[config.mk]
export PLATFORM = sky130hd
export DESIGN_NAME = arithmetic_geometric_mean_unit
export DESIGN_NICKNAME = d
export VERILOG_FILES = /design/src/rtl/agm_pkg.sv /design/src/rtl/agm_seq.sv /design/src/rtl/agm_datapath.sv /design/src/rtl/arithmetic_geometric_mean_unit.sv
export SDC_FILE = /design/constraint.sdc
export NUM_CORES = 1
export LEC_CHECK = 0
export BUFFER_PORTS_ARGS = -buffer_cell sky130_fd_sc_hd__buf_2
export CORE_MARGIN = 2
export CORE_UTILIZATION = 50
export CTS_CLUSTER_DIAMETER = 200
export DETAILED_ROUTE_END_ITERATION = 8
export PLACE_DENSITY_LB_ADDON = 0.1
export SKIP_LAST_GASP = 1
export SLEW_MARGIN = 20
export SYNTH_ARGS = -nofsm -noshare
export SYNTH_HDL_FRONTEND = slang
export SYNTH_HIERARCHICAL = 1
export SYNTH_SLANG_ARGS = --single-unit
[constraint.sdc]
create_clock -name clk_i -period 27 [get_ports clk_i]
set_clock_uncertainty 0.15 [all_clocks]
set_input_delay 4.05 -clock clk_i [delete_from_list [all_inputs] [get_ports clk_i]]
set_output_delay 4.05 -clock clk_i [all_outputs]
set_load 0.1 [all_outputs]
[src/rtl/agm_pkg.sv]
// Shared types, step addresses and the control program of the
// arithmetic-geometric mean unit. Depends on nothing.
package agm_pkg;

  localparam int unsigned ValueW = 48;
  localparam int unsigned MagW   = ValueW - 1;
  localparam int unsigned ProdW  = 2 * MagW;
  localparam int unsigned RemW   = MagW + 3;
  localparam int unsigned CntW   = 6;
  localparam int unsigned LimitW = 7;
  localparam int unsigned GapW   = 16;
  localparam int unsigned PcW    = 4;

  localparam logic [CntW-1:0]   LastBit    = CntW'(MagW - 1);
  localparam logic [LimitW-1:0] LimitReset = LimitW'(100);
  localparam logic [GapW-1:0]   GapReset   = '0;

  localparam logic REG_ROUND_LIMIT = 1'b0;
  localparam logic REG_STOP_GAP    = 1'b1;

  typedef enum logic [3:0] {
    OP_NOP,
    OP_LOAD,
    OP_INIT,
    OP_MUL_INIT,
    OP_MUL_STEP,
    OP_SQ_INIT,
    OP_SQ_STEP,
    OP_UPDATE,
    OP_OUT_ZERO,
    OP_OUT_LIMIT,
    OP_OUT_CONV
  } op_e;

  typedef enum logic [2:0] {
    COND_NEVER,
    COND_ALWAYS,
    COND_NO_START,
    COND_ZERO,
    COND_ROUND_END,
    COND_CNT_NZ,
    COND_GAP_OK
  } cond_e;

  typedef struct packed {
    op_e            op;
    cond_e          cond;
    logic [PcW-1:0] target;
  } ctrl_t;

  typedef struct packed {
    logic zero;
    logic round_end;
    logic cnt_nz;
    logic gap_ok;
  } status_t;

  localparam logic [PcW-1:0] STEP_WAIT     = 4'd0;
  localparam logic [PcW-1:0] STEP_ZCHK     = 4'd1;
  localparam logic [PcW-1:0] STEP_RCHK     = 4'd2;
  localparam logic [PcW-1:0] STEP_MUL_INIT = 4'd3;
  localparam logic [PcW-1:0] STEP_MUL      = 4'd4;
  localparam logic [PcW-1:0] STEP_SQ_INIT  = 4'd5;
  localparam logic [PcW-1:0] STEP_SQ       = 4'd6;
  localparam logic [PcW-1:0] STEP_UPDATE   = 4'd7;
  localparam logic [PcW-1:0] STEP_GAP      = 4'd8;
  localparam logic [PcW-1:0] STEP_LOOP     = 4'd9;
  localparam logic [PcW-1:0] STEP_OZERO    = 4'd10;
  localparam logic [PcW-1:0] STEP_OLIMIT   = 4'd11;
  localparam logic [PcW-1:0] STEP_OCONV    = 4'd12;

  function automatic ctrl_t program_word(input logic [PcW-1:0] pc);
    ctrl_t w;
    w = '{op: OP_NOP, cond: COND_ALWAYS, target: STEP_WAIT};
    case (pc)
      STEP_WAIT:     w = '{op: OP_LOAD,      cond: COND_NO_START,  target: STEP_WAIT};
      STEP_ZCHK:     w = '{op: OP_INIT,      cond: COND_ZERO,      target: STEP_OZERO};
      STEP_RCHK:     w = '{op: OP_NOP,       cond: COND_ROUND_END, target: STEP_OLIMIT};
      STEP_MUL_INIT: w = '{op: OP_MUL_INIT,  cond: COND_NEVER,     target: STEP_WAIT};
      STEP_MUL:      w = '{op: OP_MUL_STEP,  cond: COND_CNT_NZ,    target: STEP_MUL};
      STEP_SQ_INIT:  w = '{op: OP_SQ_INIT,   cond: COND_NEVER,     target: STEP_WAIT};
      STEP_SQ:       w = '{op: OP_SQ_STEP,   cond: COND_CNT_NZ,    target: STEP_SQ};
      STEP_UPDATE:   w = '{op: OP_UPDATE,    cond: COND_NEVER,     target: STEP_WAIT};
      STEP_GAP:      w = '{op: OP_NOP,       cond: COND_GAP_OK,    target: STEP_OCONV};
      STEP_LOOP:     w = '{op: OP_NOP,       cond: COND_ALWAYS,    target: STEP_RCHK};
      STEP_OZERO:    w = '{op: OP_OUT_ZERO,  cond: COND_ALWAYS,    target: STEP_WAIT};
      STEP_OLIMIT:   w = '{op: OP_OUT_LIMIT, cond: COND_ALWAYS,    target: STEP_WAIT};
      STEP_OCONV:    w = '{op: OP_OUT_CONV,  cond: COND_ALWAYS,    target: STEP_WAIT};
      default:       w = '{op: OP_NOP,       cond: COND_ALWAYS,    target: STEP_WAIT};
    endcase
    return w;
  endfunction

  function automatic logic [MagW-1:0] magnitude(input logic [ValueW-1:0] v);
    logic [ValueW-1:0] neg;
    neg = (~v) + ValueW'(1);
    if (!v[ValueW-1]) begin
      return v[MagW-1:0];
    end else if (v[MagW-1:0] == '0) begin
      return {MagW{1'b1}};
    end else begin
      return neg[MagW-1:0];
    end
  endfunction

endpackage

[src/rtl/agm_seq.sv]
// Step counter and control program of the arithmetic-geometric mean unit.
// Depends on agm_pkg for the control word, the status group and the program.
module agm_seq (
  input  logic            clk_i,
  input  logic            rst_ni,
  input  logic            start,
  input  agm_pkg::status_t status_i,
  output agm_pkg::ctrl_t  ctrl_o,
  output logic            busy
);
  import agm_pkg::*;

  logic [PcW-1:0] pc_q, pc_d;
  ctrl_t          word;
  logic           take;

  assign word   = program_word(pc_q);
  assign ctrl_o = word;
  assign busy   = (pc_q != STEP_WAIT);

  always_comb begin
    case (word.cond)
      COND_NEVER:     take = 1'b0;
      COND_ALWAYS:    take = 1'b1;
      COND_NO_START:  take = !start;
      COND_ZERO:      take = status_i.zero;
      COND_ROUND_END: take = status_i.round_end;
      COND_CNT_NZ:    take = status_i.cnt_nz;
      COND_GAP_OK:    take = status_i.gap_ok;
      default:        take = 1'b1;
    endcase
    pc_d = take ? word.target : pc_q + PcW'(1);
  end

  always_ff @(posedge clk_i or negedge rst_ni) begin
    if (!rst_ni) begin
      pc_q <= STEP_WAIT;
    end else begin
      pc_q <= pc_d;
    end
  end

  a_accept_goes_to_zero_check: assert property (@(posedge clk_i) disable iff (!rst_ni)
    (pc_q == STEP_WAIT && start) |=> (pc_q == STEP_ZCHK))
    else $error("Accepted item did not enter the zero check.");

  a_pc_in_program: assert property (@(posedge clk_i) disable iff (!rst_ni)
    pc_q <= STEP_OCONV)
    else $error("Step counter left the program.");

  a_idle_holds: assert property (@(posedge clk_i) disable iff (!rst_ni)
    (pc_q == STEP_WAIT && !start) |=> (pc_q == STEP_WAIT))
    else $error("Sequencer left idle without a start.");

endmodule

[src/rtl/agm_datapath.sv]
// Operand, shift-add multiplier and restoring square root registers, plus the
// configuration registers and the result register. Depends on agm_pkg.
module agm_datapath (
  input  logic                        clk_i,
  input  logic                        rst_ni,
  input  agm_pkg::ctrl_t              ctrl_i,
  input  logic [agm_pkg::ValueW-1:0]  first_value_i,
  input  logic [agm_pkg::ValueW-1:0]  second_value_i,
  input  logic                        cfg_we_i,
  input  logic                        cfg_idx_i,
  input  logic [agm_pkg::GapW-1:0]    cfg_wdata_i,
  output agm_pkg::status_t            status_o,
  output logic [agm_pkg::MagW-1:0]    mean_o,
  output logic                        converged_o,
  output logic                        done_o
);
  import agm_pkg::*;

  logic [MagW-1:0]   a_q, a_d, b_q, b_d, root_q, root_d, mean_q, mean_d;
  logic [ProdW-1:0]  prod_q, prod_d;
  logic [RemW-1:0]   rem_q, rem_d, rem_sh, trial;
  logic [CntW-1:0]   cnt_q, cnt_d;
  logic [LimitW-1:0] rnd_q, rnd_d, limit_q;
  logic [GapW-1:0]   gap_q;
  logic              conv_q, conv_d, done_q, done_d;
  logic [MagW:0]     pair_sum, mul_sum;
  logic [MagW-1:0]   diff;

  assign pair_sum = {1'b0, a_q} + {1'b0, b_q};
  assign mul_sum  = {1'b0, prod_q[ProdW-1:MagW]} + (prod_q[0] ? {1'b0, a_q} : '0);
  assign rem_sh   = {rem_q[RemW-3:0], prod_q[ProdW-1:ProdW-2]};
  assign trial    = {1'b0, root_q, 2'b01};
  assign diff     = (a_q >= b_q) ? (a_q - b_q) : (b_q - a_q);

  assign status_o.zero      = (a_q == '0) || (b_q == '0);
  assign status_o.round_end = (rnd_q == limit_q);
  assign status_o.cnt_nz    = (cnt_q != '0);
  assign status_o.gap_ok    = (diff <= {{(MagW-GapW){1'b0}}, gap_q});

  always_comb begin
    a_d    = a_q;
    b_d    = b_q;
    prod_d = prod_q;
    rem_d  = rem_q;
    root_d = root_q;
    cnt_d  = cnt_q;
    rnd_d  = rnd_q;
    mean_d = mean_q;
    conv_d = conv_q;
    done_d = 1'b0;
    case (ctrl_i.op)
      OP_LOAD: begin
        a_d = magnitude(first_value_i);
        b_d = magnitude(second_value_i);
      end
      OP_INIT: rnd_d = '0;
      OP_MUL_INIT: begin
        prod_d = {{MagW{1'b0}}, b_q};
        cnt_d  = LastBit;
      end
      OP_MUL_STEP: begin
        prod_d = {mul_sum, prod_q[MagW-1:1]};
        cnt_d  = cnt_q - CntW'(1);
      end
      OP_SQ_INIT: begin
        rem_d  = '0;
        root_d = '0;
        cnt_d  = LastBit;
      end
      OP_SQ_STEP: begin
        prod_d = {prod_q[ProdW-3:0], 2'b00};
        cnt_d  = cnt_q - CntW'(1);
        if (rem_sh >= trial) begin
          rem_d  = rem_sh - trial;
          root_d = {root_q[MagW-2:0], 1'b1};
        end else begin
          rem_d  = rem_sh;
          root_d = {root_q[MagW-2:0], 1'b0};
        end
      end
      OP_UPDATE: begin
        a_d   = pair_sum[MagW:1];
        b_d   = root_q;
        rnd_d = rnd_q + LimitW'(1);
      end
      OP_OUT_ZERO: begin
        mean_d = '0;
        conv_d = 1'b1;
        done_d = 1'b1;
      end
      OP_OUT_LIMIT: begin
        mean_d = pair_sum[MagW:1];
        conv_d = 1'b0;
        done_d = 1'b1;
      end
      OP_OUT_CONV: begin
        mean_d = pair_sum[MagW:1];
        conv_d = 1'b1;
        done_d = 1'b1;
      end
      default: ;
    endcase
  end

  always_ff @(posedge clk_i) begin
    a_q    <= a_d;
    b_q    <= b_d;
    prod_q <= prod_d;
    rem_q  <= rem_d;
    root_q <= root_d;
    mean_q <= mean_d;
    conv_q <= conv_d;
  end

  always_ff @(posedge clk_i or negedge rst_ni) begin
    if (!rst_ni) begin
      cnt_q   <= '0;
      rnd_q   <= '0;
      done_q  <= 1'b0;
      limit_q <= LimitReset;
      gap_q   <= GapReset;
    end else begin
      cnt_q  <= cnt_d;
      rnd_q  <= rnd_d;
      done_q <= done_d;
      if (cfg_we_i && cfg_idx_i == REG_ROUND_LIMIT) begin
        limit_q <= cfg_wdata_i[LimitW-1:0];
      end
      if (cfg_we_i && cfg_idx_i == REG_STOP_GAP) begin
        gap_q <= cfg_wdata_i;
      end
    end
  end

  assign mean_o      = mean_q;
  assign converged_o = conv_q;
  assign done_o      = done_q;

  a_zero_mean_is_exact: assert property (@(posedge clk_i) disable iff (!rst_ni)
    (done_q && mean_q == '0) |-> conv_q)
    else $error("Zero mean reported without convergence.");

  a_step_count_bound: assert property (@(posedge clk_i) disable iff (!rst_ni)
    (ctrl_i.op == OP_MUL_STEP || ctrl_i.op == OP_SQ_STEP) |-> (cnt_q <= LastBit))
    else $error("Bit counter out of range during a serial step.");

endmodule

[src/rtl/arithmetic_geometric_mean_unit.sv]
// Arithmetic-geometric mean unit, top level. Uses agm_pkg, agm_seq and agm_datapath.
// A zero operand skips the rounds; otherwise rounds run until the gap test passes or the round limit is hit.
// Each round runs the 47-step shift-add multiply and the 47-step restoring root.
// Throughput: one item at a time; a new start is taken in the cycle done_o shows a result.
// Reset clears the sequencer and sets round_limit to 100 and stop_gap to 0.
// The receiver cannot stall: done_o marks each result for exactly one cycle.
module arithmetic_geometric_mean_unit (
  input  logic                        clk_i,
  input  logic                        rst_ni,
  input  logic                        start,
  output logic                        busy,
  input  logic [agm_pkg::ValueW-1:0]  first_value_i,
  input  logic [agm_pkg::ValueW-1:0]  second_value_i,
  input  logic                        cfg_we_i,
  input  logic                        cfg_idx_i,
  input  logic [agm_pkg::GapW-1:0]    cfg_wdata_i,
  output logic                        done_o,
  output logic [agm_pkg::MagW-1:0]    mean_o,
  output logic                        converged_o
);
  import agm_pkg::*;

  ctrl_t   ctrl;
  status_t status;

  agm_seq u_seq (
    .clk_i    (clk_i),
    .rst_ni   (rst_ni),
    .start    (start),
    .status_i (status),
    .ctrl_o   (ctrl),
    .busy     (busy)
  );

  agm_datapath u_datapath (
    .clk_i          (clk_i),
    .rst_ni         (rst_ni),
    .ctrl_i         (ctrl),
    .first_value_i  (first_value_i),
    .second_value_i (second_value_i),
    .cfg_we_i       (cfg_we_i),
    .cfg_idx_i      (cfg_idx_i),
    .cfg_wdata_i    (cfg_wdata_i),
    .status_o       (status),
    .mean_o         (mean_o),
    .converged_o    (converged_o),
    .done_o         (done_o)
  );

  a_done_after_work: assert property (@(posedge clk_i) disable iff (!rst_ni)
    done_o |-> $past(busy))
    else $error("Result strobe without an item in progress.");

endmodule
Word-level counts from Yosys, hierarchy flattened. Memory sizes are Yosys's and may differ from the RTL's. Index checks and enable logic that the tools add are counted.

Register bits after elaboration: 372. Bits in latches: 0. Bits in writable memories: 0. Memory bits (read-only): 176. Word-level logic and storage cells: 89. Memories kept: 1.

Memory list: (name not given) (depth 16, width 11, rd ports 1, clocked after Yosys merged registers in 0, write ports 0, line agm_pkg.sv:75) `case (pc)`.

$add $sub $neg: 10. $mul: 0. Div/mod/pow operators: 0. Order comparisons: 3. Equality and inequality tests: 16. Shifts and indexed selects: 0. Multiplexer cells: 20. Bitwise logic cells: 3. Reductions and logical operators: 23.

Operators with widths (number): one-hot mux 47 bit (2 select lines) (4); 2-to-1 mux 47 bit (6); one-hot mux 94 bit (3 select lines) (1); logical NOT 47 bit (4); one-hot mux 48 bit (2 select lines) (1); adder 47 x 1 -> 47 bit, second input constant (2); inverter 47 bit (2); subtractor 47 bit (2); >= comparator 50 x 49 -> 1 bit (1); adder 47 x 47 -> 48 bit (1); adder 47 x 48 -> 48 bit (1); 2-to-1 mux 48 bit (1); subtractor 48 bit (1); >= comparator 47 bit (1); less-or-equal comparator 47 x 16 -> 1 bit (1); equality test 4 x 3 -> 1 bit, second input constant (4); one-hot mux 7 bit (2 select lines) (1); equality test 4 bit, second input constant (3); one-hot mux 6 bit (2 select lines) (1); nonzero test 2 bit (6); equality test 3 bit, second input constant (3); equality test 4 x 2 -> 1 bit, second input constant (2); OR reduction 2 bit (4); adder 7 x 1 -> 7 bit, second input constant (1); 18 further kinds (21).

Logic depth before layout (Yosys ltp).
Word-level depth: 5. Depth in mapped cells: 32. Depth with buffers taken out: 27.

By module. The synthesis kept the hierarchy.

By module, submodules not included: agm_datapath (instances 1, cells each 3488, area an instance 30753.2 um^2, sequential area each 10869.2 um^2); agm_seq (instances 1, cells each 60, area an instance 506.7 um^2, sequential area each 100.1 um^2).

Worst setup path after synthesis. No wires, ideal clock.

Path kind: flip-flop to flip-flop. From: register u_seq.pc_q[0]. To: register u_datapath.a_q[0] (enable). Library setup time: 681 ps. Arrival time: 8526 ps. Setup slack: 17643 ps. Cell stages (with the launch flop): 7. Path buffers: 1. Cells stage by stage: dfrtp_1 inv_1 ha_1 a21o_1 o21ai_0 clkbuf_1 nor3b_1.

RTL lines: start: declaration (line agm_seq.sv:13) `logic [PcW-1:0] pc_q, pc_d;`; start signal: assignment (line agm_seq.sv:39) `pc_q <= pc_d;`; end signal: assignment (line agm_datapath.sv:106) `a_q <= a_d;`; end: declaration (line agm_datapath.sv:19) `logic [MagW-1:0] a_q, a_d, b_q, b_d, root_q, root_d, mean_q, mean_d;`.

==> results.sh <==
export IMPL_outcome="finished clean"
export IMPL_drtIter0Drc=2784
export IMPL_post_cts_setup_buffers=0
export IMPL_arrival_ps=8760
export IMPL_setup_viol=0
export IMPL_slew_violations=0
export IMPL_die_width_um=254
export IMPL_synthesis_instances=3548
export IMPL_synth_distinct_cells=87
export IMPL_post_route_drc_count=0
export IMPL_finalSetupTns_ps=0
export IMPL_required_ps=27330
export IMPL_cts_path_max_buffers=3
export IMPL_end_kind="flop"
export IMPL_finalHoldViolCount=0
export IMPL_fin_crit_sh_pct=31.2
export IMPL_async_reset_ff_share_pct=11.0
export IMPL_antenna_found_initial=11
export IMPL_numCtsBuffers=46
export IMPL_std_cell_rows=91
export IMPL_ios=167
export IMPL_die_height_um=254
export IMPL_viasPerCell=6.26
export IMPL_start_kind="flop"
export IMPL_n_fill_cell=5565
export IMPL_layoutNonFillerInstCount=4514
export IMPL_syn_nets=3930
export IMPL_synth_enable_flop_cells=331
export IMPL_vias=28300
export IMPL_dp_cells=4424
export IMPL_reg2reg_to="u_seq/pc_q[1]"
export IMPL_worstSetupPathType="flop to flop"
export IMPL_max_freq_mhz=119
export IMPL_worstHoldPathCells=1
export IMPL_io_buffers=166
export IMPL_regToRegStartpoint="u_datapath/b_q[3]"
export IMPL_drt_wl_total_mm=109
export IMPL_max_slew_margin_pct=30.3
export IMPL_cts_htree_levels=2
export IMPL_syn_to_final_growth_pct=9.97
export IMPL_yosysWarnings=6
export IMPL_grt_pass1_wl_mm=164
export IMPL_core_area_um2=61700
export IMPL_wl_per_cell_um=24.2
export IMPL_whs_ps=357
export IMPL_overflow=0
export IMPL_rrSetupSlack_ps=18570
export IMPL_dieArea_um2=64500
export IMPL_cts_hold_fix_buffers=0
export IMPL_firstDrtPassIters=6
export IMPL_drive_above_1_share_pct=10.0
export IMPL_cts_root_buf="clkbuf_16"
export IMPL_tightest_slew_ps=1040
export IMPL_layout_area_seq_um2=11000
export IMPL_clk_latency_ps=610
export IMPL_grt_max_degree=77
export IMPL_syn_area_um2=31300
export IMPL_place_congestion=1.03
export IMPL_cts_tree="built"
export IMPL_avgSynthCellArea_um2=8.81
export IMPL_critPathMaxFanout=33
export IMPL_cts_resized=0
export IMPL_start_util_pct=50.7
export IMPL_grt_total_usage_pct=33.4
export IMPL_cts_sinks=372
export IMPL_ys_seq_area_share_pct=35.1
export IMPL_multiInputGateArea_um2=18800
export IMPL_clk_pin_slew_ps=60
export IMPL_maxCapViolCount=0
export IMPL_hold_start="u_datapath/cnt_q[0]"
export IMPL_fin_crit_ps=8430
export IMPL_ys_seq_elements=372
export IMPL_rsz0062_at_grt="false"
export IMPL_ys_flop_type="edfxtp_1"
export IMPL_ff2ff_path_depth=26
export IMPL_grt_pass1_vias=27100
export IMPL_holdPathEnd="u_datapath/cnt_q[0]"
export IMPL_hp_class="flop to flop"
export IMPL_dp_hpwl_mm=85.1
export IMPL_ant_nets=0
export IMPL_fin_nets=4018
[synthesized netlist by cell type (all sizes together), types with 29 or more instances]
library cell	number	share of area, %
nand2	302	3.6
nor2	286	3.4
o21a	41	0.98
and2	61	1.2
nand4	61	1.2
nand2b	32	0.64
dfrtp	38	3.0
clkbuf	121	1.5
a22oi	96	2.3
xor2	120	3.4
nor4	44	0.93
a21oi	319	5.1
mux2	35	1.3
o21ai	235	3.8
inv	252	3.0
a31oi	29	0.58
mux2i	69	2.2
o31ai	44	1.1
xnor2	138	3.9
a21o	79	1.9
nor3	57	0.91
ha	261	10
nand3	52	0.83
edfxtp	331	32
buf	38	0.61
a211oi	31	0.74
or3	46	0.94
o21bai	45	1.1
[kinds of logic (layout without fill, tap and decap cells)]
kind of cell / after synthesis / count (layout) / share of synthesized area (%)
other cells: 0 / 4 / 0
flops: 372 / 372 / 35.1
fa+ha+maj: 265 / 265 / 10.7
mux: 104 / 104 / 3.52
buf+inv: 413 / 538 / 5.12
compound gates: 1074 / 1074 / 21.8
xor+xnor: 258 / 258 / 7.23
simple gates: 1062 / 1062 / 16.5
[worst max path at each step]
stage	end	from	slack, ps	depth (start not counted)
2_1_floorplan	u_datapath/a_q[0]	u_seq/pc_q[0]	17640	6
3_3_place_gp	u_datapath/b_q[37]	second_value_i[2]	18580	12
3_5_place_dp	u_datapath/b_q[37]	second_value_i[2]	18580	12
4_1_cts	u_seq/pc_q[1]	u_datapath/b_q[3]	18800	26
5_1_grt	u_seq/pc_q[1]	u_datapath/b_q[3]	18420	26
6_report	u_seq/pc_q[1]	u_datapath/b_q[3]	18570	26
[registers in the layout, summed over array words and instances (netlist names), 7 cells and up]
name                flops
u_datapath/rnd_q        7
u_datapath/limit_q      7
u_datapath/b_q         47
u_datapath/gap_q       16
u_datapath/prod_q      94
u_datapath/root_q      47
u_datapath/a_q         47
u_datapath/rem_q       48
u_datapath/mean_o      47
[cell type report]
type,instances,area share (%)
sequential,372,31.9
inverter,254,2.77
timing repair buffer,199,3.21
tap,837,3.05
clock inverter,31,0.801
antenna,4,0.0291
clock buffer,54,3.59
multi-input combinational,2763,54.6
[cell usage in the layout, fill, tap and decap left out, types with 57 or more instances in the layout]
master    instances
nor3_1           57
xor2_1          120
a21o_1           79
edfxtp_1        331
mux2i_1          69
nand4_1          61
and2_1           61
inv_1           251
nand2_1         301
xnor2_1         138
nor2_1          280
o21ai_0         233
a22oi_1          94
ha_1            261
buf_2           166
a21oi_1         316
[critical path: stages (launching register included)]
cell and delay (ps):
edfxtp_1 590, ha_1 700, nand4_1 410, a21oi_1 310, o21ai_0 260, a211oi_1 450
o211ai_1 360, nand2_1 220, buf_4 440, nand2_1 90, a22o_1 240, xnor2_1 130
ha_1 300, a21o_1 160, a21oi_1 150, nor2b_1 60, a2111oi_0 410, o221a_2 270
o22ai_1 110, nor4_1 320, nand4_1 110, or4_1 420, nor4_1 690, mux2_2 290
nand2_1 70, a22o_4 290, mux2_4 300
[stage by stage]
step / area (µm²) / worst slack, ps / util (%)
detailed placement: 32800 / 18580 / 53.2
global placement: 32800 / 18580 / 53.2
finish: 34400 / 18570 / 55.7
global route: 34400 / 18420 / 55.7
floorplan: 31300 / 17640 / -
CTS: 34300 / 18800 / 55.7
[layer usage]
layer  share of wire [%]  vias up  track usage [%]  routed length (µm)
met2                  45     1192             52.4               48800
li1                    -    13200                -                   -
met5                0.10        -                0                 113
met1                  43    13700             45.7               46900
met3                 8.5      240             6.57                9300
met4                 3.9       16             12.2                4240
Power is not shown: default switching activity piles up to over one toggle a cycle in this logic, so the estimate is an artifact.
